## config.mk

```make
export PLATFORM = sky130hd
export DESIGN_NAME = seven_segment_decimal_scanner_core
export DESIGN_NICKNAME = d
export VERILOG_FILES = /design/src/hdl/ssds_pkg.sv /design/src/hdl/ssds_div10.sv /design/src/hdl/ssds_store.sv /design/src/hdl/seven_segment_decimal_scanner_core.sv
export SDC_FILE = /design/constraint.sdc
export NUM_CORES = 1
export LEC_CHECK = 0
export BUFFER_PORTS_ARGS = -buffer_cell sky130_fd_sc_hd__buf_4
export CORE_MARGIN = 4
export CORE_UTILIZATION = 60
export CTS_CLUSTER_SIZE = 24
export DETAILED_ROUTE_END_ITERATION = 6
export PLACE_DENSITY = 0.87
export SYNTH_ARGS = -nofsm -noshare
export SYNTH_HDL_FRONTEND = slang
export SYNTH_HIERARCHICAL = 1
export SYNTH_SLANG_ARGS = --single-unit
```

## constraint.sdc

```tcl
create_clock -name i_clk -period 3.9 [get_ports i_clk]
set_input_delay 0.78 -clock i_clk [delete_from_list [all_inputs] [get_ports i_clk]]
set_output_delay 0.78 -clock i_clk [all_outputs]
set_load 0.1 [all_outputs]
```

## src/hdl/ssds_pkg.sv

```systemverilog
// Shared types, codes and the digit font for the seven-segment decimal scanner.
// No dependencies; every other file of the block imports this package.
package ssds_pkg;

    localparam int DIGITS_MAX = 8;      // width of the select bus and store limit
    localparam int SCAN_W     = 3;      // scan index width
    localparam int CNT_W      = 4;      // digit count register width
    localparam int MAG_W      = 16;     // magnitude width (covers 32768)
    localparam int REM_W      = 4;      // decimal digit width
    localparam int STEP_W     = 4;      // bit counter of the serial divider
    localparam int CFG_IDX_W  = 1;
    localparam int CFG_DATA_W = 4;

    localparam logic [7:0] PAT_MINUS = 8'h02;
    localparam logic [7:0] PAT_BLANK = 8'h00;
    localparam logic [7:0] SEL_FIRST = 8'h80;

    localparam logic [REM_W:0] RADIX = 5'd10;

    // input kinds carried on tuser
    localparam logic FUNC_WRITE = 1'b0;
    localparam logic FUNC_TICK  = 1'b1;

    // configuration register indexes
    localparam logic [CFG_IDX_W-1:0] CFG_DIGIT_COUNT  = 1'b0;
    localparam logic [CFG_IDX_W-1:0] CFG_COMMON_ANODE = 1'b1;

    typedef struct packed {
        logic             done;
        logic [MAG_W-1:0] quo;
        logic [REM_W-1:0] rem;
    } t_div_stat;

    // segments a..g on bits 7..1, point on bit 0
    function automatic logic [7:0] font(input logic [REM_W-1:0] d);
        logic [7:0] p;
        case (d)
            4'd0:    p = 8'hFC;
            4'd1:    p = 8'h60;
            4'd2:    p = 8'hDA;
            4'd3:    p = 8'hF2;
            4'd4:    p = 8'h66;
            4'd5:    p = 8'hB6;
            4'd6:    p = 8'hBE;
            4'd7:    p = 8'hE0;
            4'd8:    p = 8'hFE;
            4'd9:    p = 8'hF6;
            default: p = PAT_BLANK;
        endcase
        return p;
    endfunction

endpackage

```

## src/hdl/ssds_div10.sv

```systemverilog
// Bit-serial restoring divider by ten: one quotient bit per cycle.
// Depends on ssds_pkg for widths and the status struct.
module ssds_div10 import ssds_pkg::*; (
    input  logic             i_clk,
    input  logic             i_rst_n,
    input  logic             i_start,
    input  logic [MAG_W-1:0] i_dividend,
    output t_div_stat        o_stat
);

    logic              r_busy, n_busy;
    logic              r_done, n_done;
    logic [STEP_W-1:0] r_step, n_step;
    logic [MAG_W-1:0]  r_quo, n_quo;
    logic [REM_W-1:0]  r_rem, n_rem;
    logic [REM_W:0]    trial;
    logic              ge;

    assign trial = {r_rem, r_quo[MAG_W-1]};
    assign ge    = (trial >= RADIX);

    always_comb begin
        n_busy = r_busy;
        n_done = 1'b0;
        n_step = r_step;
        n_quo  = r_quo;
        n_rem  = r_rem;
        if (i_start) begin
            n_busy = 1'b1;
            n_step = '0;
            n_quo  = i_dividend;
            n_rem  = '0;
        end else if (r_busy) begin
            // shift the dividend out at the top, quotient bits in at the bottom
            n_quo  = {r_quo[MAG_W-2:0], ge};
            n_rem  = ge ? REM_W'(trial - RADIX) : trial[REM_W-1:0];
            n_step = r_step + STEP_W'(1);
            if (r_step == STEP_W'(MAG_W - 1)) begin
                n_busy = 1'b0;
                n_done = 1'b1;
            end
        end
    end

    always_ff @(posedge i_clk) begin
        if (!i_rst_n) begin
            r_busy <= 1'b0;
            r_done <= 1'b0;
            r_step <= '0;
        end else begin
            r_busy <= n_busy;
            r_done <= n_done;
            r_step <= n_step;
        end
        r_quo <= n_quo;
        r_rem <= n_rem;
    end

    assign o_stat.done = r_done;
    assign o_stat.quo  = r_quo;
    assign o_stat.rem  = r_rem;

endmodule

```

## src/hdl/ssds_store.sv

```systemverilog
// Digit pattern store: one write port, one read port for the scan.
// Depends on ssds_pkg for widths.
module ssds_store import ssds_pkg::*; (
    input  logic              i_clk,
    input  logic              i_rst_n,
    input  logic              i_we,
    input  logic [SCAN_W-1:0] i_waddr,
    input  logic [7:0]        i_wdata,
    input  logic [SCAN_W-1:0] i_raddr,
    output logic [7:0]        o_rdata
);

    // always the full eight entries: the scan index may point past the digits in use
    logic [7:0] r_pat [DIGITS_MAX];

    always_ff @(posedge i_clk) begin
        if (!i_rst_n) begin
            for (int k = 0; k < DIGITS_MAX; k++) begin
                r_pat[k] <= PAT_BLANK;
            end
        end else if (i_we) begin
            r_pat[i_waddr] <= i_wdata;
        end
    end

    assign o_rdata = r_pat[i_raddr];

endmodule

```

## src/hdl/seven_segment_decimal_scanner_core.sv

```systemverilog
// Seven-segment decimal scanner: a tick beat's result is registered and is ready in
// the cycle after acceptance. A write beat converts one decimal digit at a time
// (a start state, the serial divider's steps and a write-back), and the input is
// held off until every digit of the count has been written.
// Synchronous active-low reset clears the digit store, the scan index and the
// registers (digit count 8, common cathode).
module seven_segment_decimal_scanner_core import ssds_pkg::*; #(
    parameter int MAX_DIGITS = DIGITS_MAX
) (
    input  logic                  i_clk,
    input  logic                  i_rst_n,
    input  logic                  i_cfg_we,
    input  logic [CFG_IDX_W-1:0]  i_cfg_addr,
    input  logic [CFG_DATA_W-1:0] i_cfg_wdata,
    input  logic                  s_axis_tvalid,
    output logic                  s_axis_tready,
    input  logic [23:0]           s_axis_tdata,   // [15:0] value, [16] fill, rest zero
    input  logic                  s_axis_tuser,   // [0] func
    output logic                  m_axis_tvalid,
    input  logic                  m_axis_tready,
    output logic [15:0]           m_axis_tdata    // [7:0] segments, [15:8] digit_select
);

    typedef enum logic [2:0] {
        S_IDLE  = 3'b001,
        S_DIGIT = 3'b010,
        S_DIV   = 3'b100
    } t_state;

    t_state            r_state, n_state;
    logic [CNT_W-1:0]  r_digit_count;
    logic              r_common_anode;
    logic [MAG_W-1:0]  r_mag, n_mag;
    logic              r_neg, n_neg;
    logic              r_fill, n_fill;
    logic              r_first, n_first;
    logic [CNT_W-1:0]  r_pos, n_pos;
    logic [CNT_W-1:0]  r_used, n_used;
    logic [SCAN_W-1:0] r_scan, n_scan;
    logic              r_out_valid, n_out_valid;
    logic [7:0]        r_seg, n_seg;
    logic [7:0]        r_sel, n_sel;

    logic              accept;
    logic              in_neg;
    logic [MAG_W-1:0]  in_val;
    logic [CNT_W-1:0]  used;
    logic [CNT_W-1:0]  scan_next;
    logic [CNT_W-1:0]  wpos;
    logic [7:0]        pat;
    logic              st_we;
    logic [SCAN_W-1:0] st_waddr;
    logic [7:0]        st_wdata;
    logic [7:0]        st_rdata;
    t_div_stat         div_stat;

    assign s_axis_tready = (r_state == S_IDLE) && (!r_out_valid || m_axis_tready);
    assign accept        = s_axis_tvalid && s_axis_tready;
    assign in_val        = s_axis_tdata[MAG_W-1:0];
    assign in_neg        = in_val[MAG_W-1];

    always_comb begin
        if (r_digit_count == '0) begin
            used = CNT_W'(1);
        end else if (r_digit_count > CNT_W'(MAX_DIGITS)) begin
            used = CNT_W'(MAX_DIGITS);
        end else begin
            used = r_digit_count;
        end
    end

    assign scan_next = {1'b0, r_scan} + CNT_W'(1);
    assign wpos      = r_used - r_pos;

    always_ff @(posedge i_clk) begin
        if (!i_rst_n) begin
            r_digit_count  <= CNT_W'(DIGITS_MAX);
            r_common_anode <= 1'b0;
        end else if (i_cfg_we) begin
            case (i_cfg_addr)
                CFG_DIGIT_COUNT:  r_digit_count  <= i_cfg_wdata;
                CFG_COMMON_ANODE: r_common_anode <= i_cfg_wdata[0];
                default: ;
            endcase
        end
    end

    always_comb begin
        n_state     = r_state;
        n_mag       = r_mag;
        n_neg       = r_neg;
        n_fill      = r_fill;
        n_first     = r_first;
        n_pos       = r_pos;
        n_used      = r_used;
        n_scan      = r_scan;
        n_out_valid = r_out_valid && !m_axis_tready;
        n_seg       = r_seg;
        n_sel       = r_sel;
        st_we       = 1'b0;
        st_waddr    = '0;
        st_wdata    = PAT_BLANK;
        pat         = PAT_BLANK;

        case (r_state)
            S_IDLE: begin
                if (accept && s_axis_tuser == FUNC_TICK) begin
                    n_out_valid = 1'b1;
                    n_seg       = st_rdata;
                    n_sel       = SEL_FIRST >> r_scan;
                    if (!r_common_anode) begin
                        n_sel = ~n_sel;
                    end
                    n_scan = (scan_next >= used) ? '0 : scan_next[SCAN_W-1:0];
                end else if (accept) begin
                    n_used  = used;
                    n_fill  = s_axis_tdata[MAG_W];
                    n_mag   = in_neg ? (~in_val + MAG_W'(1)) : in_val;
                    n_neg   = in_neg;
                    n_first = 1'b0;
                    n_pos   = CNT_W'(1);
                    n_state = S_DIGIT;
                    if (in_neg && s_axis_tdata[MAG_W]) begin
                        // minus takes the leftmost digit
                        st_we    = 1'b1;
                        st_waddr = '0;
                        st_wdata = r_common_anode ? ~PAT_MINUS : PAT_MINUS;
                        n_neg    = 1'b0;
                        n_first  = 1'b1;
                        if (used == CNT_W'(1)) begin
                            n_state = S_IDLE;
                        end
                    end
                end
            end
            S_DIGIT: begin
                n_state = S_DIV;
            end
            S_DIV: begin
                if (div_stat.done) begin
                    if (r_mag != '0) begin
                        pat = font(div_stat.rem);
                    end else if (r_neg) begin
                        pat   = PAT_MINUS;
                        n_neg = 1'b0;
                    end else if (r_fill || r_pos == CNT_W'(1)) begin
                        pat = font('0);
                    end else begin
                        pat = PAT_BLANK;
                    end
                    st_we    = 1'b1;
                    st_waddr = wpos[SCAN_W-1:0];
                    st_wdata = r_common_anode ? ~pat : pat;
                    n_mag    = div_stat.quo;
                    n_pos    = r_pos + CNT_W'(1);
                    // advance while another digit still fits
                    n_state  = ((r_pos + CNT_W'(r_first)) < r_used) ? S_DIGIT : S_IDLE;
                end
            end
            default: begin
                n_state = S_IDLE;
            end
        endcase
    end

    always_ff @(posedge i_clk) begin
        if (!i_rst_n) begin
            r_state     <= S_IDLE;
            r_scan      <= '0;
            r_out_valid <= 1'b0;
        end else begin
            r_state     <= n_state;
            r_scan      <= n_scan;
            r_out_valid <= n_out_valid;
        end
        r_mag   <= n_mag;
        r_neg   <= n_neg;
        r_fill  <= n_fill;
        r_first <= n_first;
        r_pos   <= n_pos;
        r_used  <= n_used;
        r_seg   <= n_seg;
        r_sel   <= n_sel;
    end

    ssds_div10 u_div (
        .i_clk      (i_clk),
        .i_rst_n    (i_rst_n),
        .i_start    (r_state == S_DIGIT),
        .i_dividend (r_mag),
        .o_stat     (div_stat)
    );

    ssds_store u_store (
        .i_clk   (i_clk),
        .i_rst_n (i_rst_n),
        .i_we    (st_we),
        .i_waddr (st_waddr),
        .i_wdata (st_wdata),
        .i_raddr (r_scan),
        .o_rdata (st_rdata)
    );

    assign m_axis_tvalid = r_out_valid;
    assign m_axis_tdata  = {r_sel, r_seg};

endmodule
```

# Word-level counts from Yosys, hierarchy flattened
# Memories as Yosys holds them, arrays and structs flattened. A register that Yosys moved wholly into a read port is not among the register bits.
# Cells that the tools add are included.
# classes
eq_ne,10
reduce_logical,23
n_bitwise,7
order_cmp,4
mux,63
n_addsub,7
shift,1
# op_table
operator,n
8-bit two-way mux,13
16-bit two-way mux,6
4-bit two-way mux,8
16-bit case mux with 2 select lines,1
3-bit two-way mux,7
1-bit two-way mux,20
16-bit by 1-bit adder with 16-bit output (second input constant),1
16-bit NOT,1
8-bit NOT,2
8-bit case mux with 2 select lines,1
16-bit nonzero test,1
3-bit case mux with 3 select lines,1
4-bit by 1-bit adder with 4-bit output (second input constant),2
4-bit by 1-bit == test with 1-bit output (second input constant),2
4-bit case mux with 2 select lines,1
8-bit OR reduction,1
8-bit by 3-bit right shift with 8-bit output (first input constant),1
2-bit two-way mux,3
2-bit inequality test (second input constant),3
2-bit AND reduction,3
3-bit AND reduction,2
5-bit by 4-bit greater-or-equal comparator with 1-bit output (second input constant),1
1-bit logical AND,5
5-bit AND reduction,1
21 further kinds,28
# totals
memories,2
register_bits,73
word_cells,134
in_bits,35
romBits,112
mem_bits_rw,64
out_inout_bits,18
# memory_table
memory,depth,width,read_ports,rd_ports_with_merged_regs,write_ports,line,source
(name not given),16,7,1,1,0,ssds_pkg.sv:37,case (d)
u_store.r_pat,8,8,1,1,8,ssds_store.sv:14,logic [7:0] r_pat [DIGITS_MAX];

# Depth between registers and ports, before layout
# logic_depth
word_depth,12
mapped_depth,11

# Cells and area by module
# The synthesis kept the hierarchy.
# modules_own_cells
mod,area_each_um2,cells_each,seq_area_each_um2,instances
seven_segment_decimal_scanner_core,3344.5,335,1531.5,1
ssds_store,2979.1,194,1921.8,1
ssds_div10,1166.1,90,680.7,1

# Worst setup path after synthesis
# No wires, ideal clock.
# synth_path
path_type,input -> register
from,in m_axis_tready
to,mem u_store.r_pat[1][0] (enable)
t_required_ns,3.513
setup_slack_ns,0.959
stages,7
t_arrival_ns,2.554
n_path_buf,0
setup_ns,0.387
cell_sequence,nand2b_1 > nand3_1 > nor2_1 > nand2_1 > nand2_1 > nand3_1 > o31ai_1
# synth_rtl
item,line,source
"start, declared",seven_segment_decimal_scanner_core.sv:20,"input logic m_axis_tready,"
"end, declared",ssds_store.sv:14,

==> out/qor.txt <==
Hold Vio Cnt, Final: 0
Max-slew headroom: 10.7%
Avg Cell Area, Syn: 12.1 um^2
clock period minus worst slack: 3350 ps
most frequent cell after synthesis: edfxtp_1
Worst R2R Start: r_pos[0]
hold-fix buffers at CTS: 0
RSZ-0062 raised after global routing: no
DIE HEIGHT: 120 um
clock latency on the worst-skew pair: 430 ps
pwr dens: 605 nW/um^2
Worst EP required: 3930 ps
area post-placement: 8010 um^2
HPWL Detailed: 10300 um
Hold Crit Start: u_div/r_step[3]
fin nets: 728
worst hold stages: 2
VDD IR-drop max: 330 uV
Synth Instances: 619
Setup Skew: 11.7 ps
1st-pass router iterations: 5
Mapped Nets: 681
Worst Setup End Kind: flop
DIE WIDTH: 120 um
CP arrival: 3380 ps
worst hold path class: flop to flop
Resize count post-CTS: 0
M2 GR Usage: 40.9%
DR WL/cell: 18.6 um
crit path launch type: flop
global route overflow: 0
worst slew pin tran: 1320 ps
cell count after placement: 815
Max Cap Violations: 0
Root Driver: clkbuf_16
total track usage: 22.8%
r2r setup slk: 550 ps
layout cell share with drive strength beyond 1: 19.7%
setup repair bufs after CTS: 0
core area: 12100 um^2
GR Util met1: 28.0%
Starting Density: 61.8%
period utilisation layout: 86.0%
RR Endpoint: u_store/r_pat[4][1]
I/O Pins: 53
clock-pin slew on the worst setup and hold paths: 70 ps
Antenna Cells: 0
initial antenna violation count: 0
setup_tns: 0 ps
vias in the first global route: 5091
Yosys cell types: 54
Finished Layout Cells: 847
Hold Path End: u_div/r_done
status: finished clean
Pleak: 3.16 nW
final core utilization: 71.0%
Synth area leaders: edfxtp_1 (49%), dfxtp_1 (5.9%), mux4_1 (5.3%), ha_1 (4.3%), mux2_2 (3.6%)
total power: 5.20 mW
cell area after synthesis: 7490 um^2
first-pass GRT wire length: 25700 um
area of the die: 14300 um^2
Port Buffers: 45
total vias in the final route: 5155
DR DRC count: 0
WS Path Type: flop to flop
area delta synth->final: 14.7%
CTS tree: done
TritonCTS buffer count: 17
number of synthesized flops with an enable pin: 123
Main synth FF type: edfxtp_1
gr busiest metal: met2
RePlAce Congestion: 0.794
GR met3 Demand/Resource: 4.38%
largest net degree at the start of global routing: 33
Slew Limit Fails: 0
Max Freq: 0.298 GHz
vias per cell: 6.09
Seq/Total Area, Yosys: 55.2%
r2r worst-path depth: 6
share of the synthesized area in the top cell type: 49.3%
Async SR Flop Fraction: 0%
H-tree Lvls: 4
fin area: 8590 um^2
Iter 0 DRT Violations: 441
Synth Register Bits: 145
Post-synth top cells: edfxtp_1 (123), nor3_1 (52), nand2_1 (44)
crit path max fanout: 21
Placement Rows: 40
Setup Viol. Count Final: 0
Yosys warnings: 6
leading area contributor after synthesis: edfxtp_1
antenna viol nets, final: 0
CTS Sinks: 145
CTS Buffer Depth: 2
final WL: 15700 um
## registers in the layout (all words and copies together) (netlist names)
| name | count |
|---|---|
| r_seg | 8 |
| r_scan | 3 |
| u_store/r_pat | 64 |
| r_digit_count | 4 |
| r_common_anode | 1 |
| r_state | 3 |
| r_fill | 1 |
| u_div/r_quo | 16 |
| m_axis_tvalid | 1 |
| r_used | 4 |
| u_div/r_busy | 1 |
| r_mag | 16 |
| r_first | 1 |
| r_neg | 1 |
| u_div/r_done | 1 |
| u_div/r_step | 4 |
| u_div/r_rem | 4 |
| r_pos | 4 |
| r_sel | 8 |
## how the worst max path moves through the flow
stage | from | endpoint | slack, ps | cells after the start
floorplan | m_axis_tready | u_store/r_pat[1][0] | 960 | 7
global placement | r_pos[0] | u_store/r_pat[4][4] | 750 | 6
detailed placement | r_pos[0] | u_store/r_pat[4][1] | 620 | 6
CTS | r_pos[0] | u_store/r_pat[4][4] | 590 | 6
global route | r_pos[0] | u_store/r_pat[4][1] | 450 | 6
finish | r_pos[0] | u_store/r_pat[4][1] | 550 | 6
## area by class of cell
class	count	area [um^2]
clock buffer	17	425
sequential	145	4130
clock inverter	15	161
inverter	36	135
fill	804	3520
tap	168	210
timing repair buffer	66	495
multi-input combinational	400	3030
## cells by family (layout without fill, tap and decap cells)
kind of cell | Yosys count | count (layout) | synth area share, %
AOI/OAI and AO/OA | 69 | 69 | 5.71
DFF | 145 | 145 | 55.2
buffers and inverters | 74 | 134 | 4.39
xor gates and xnor gates | 31 | 31 | 3.63
muxes | 61 | 61 | 12.0
and+or+nand+nor | 212 | 212 | 14.5
adders and majority gates | 27 | 27 | 4.61
## routing by layer
layer | share of wire, % | wire (um)
met1 | 38 | 6010
met2 | 53 | 8310
met3 | 7.3 | 1150
met4 | 1.5 | 239
met5 | 0 | 0
## critical path: stages (launching register included)
cell and delay, ps:
edfxtp_1 480, ha_1 240, inv_1 70, fa_1 410
and3_1 410, nand2b_1 300, o21ai_0 1040
## placed cells by master (no fill, tap or decap), types with 18 or more instances in the layout
cell type    n
o21ai_0     33
nor3_1      52
mux2_2      24
buf_4       66
nor4_1      21
xor2_1      18
inv_1       36
dfxtp_1     22
ha_1        26
edfxtp_1   123
nor2_1      34
mux2i_1     21
nand2_1     44
## report_power, final
| group | internal (mW) | switching [mW] | leakage, nW |
|---|---|---|---|
| Combinational | 0.523 | 0.849 | 1.52 |
| Sequential | 2.02 | 0.208 | 1.36 |
| Clock | 0.905 | 0.696 | 0.284 |
| Total | 3.44 | 1.75 | 3.16 |
## stage by stage
step | hold slack (ps) | worst slack (ps)
2_1_floorplan | 439 | 959
3_3_place_gp | 449 | 745
3_5_place_dp | 450 | 620
4_1_cts | 480 | 586
5_1_grt | 504 | 453
6_report | 483 | 547
Note: power is estimated with default switching activity, not from simulation.
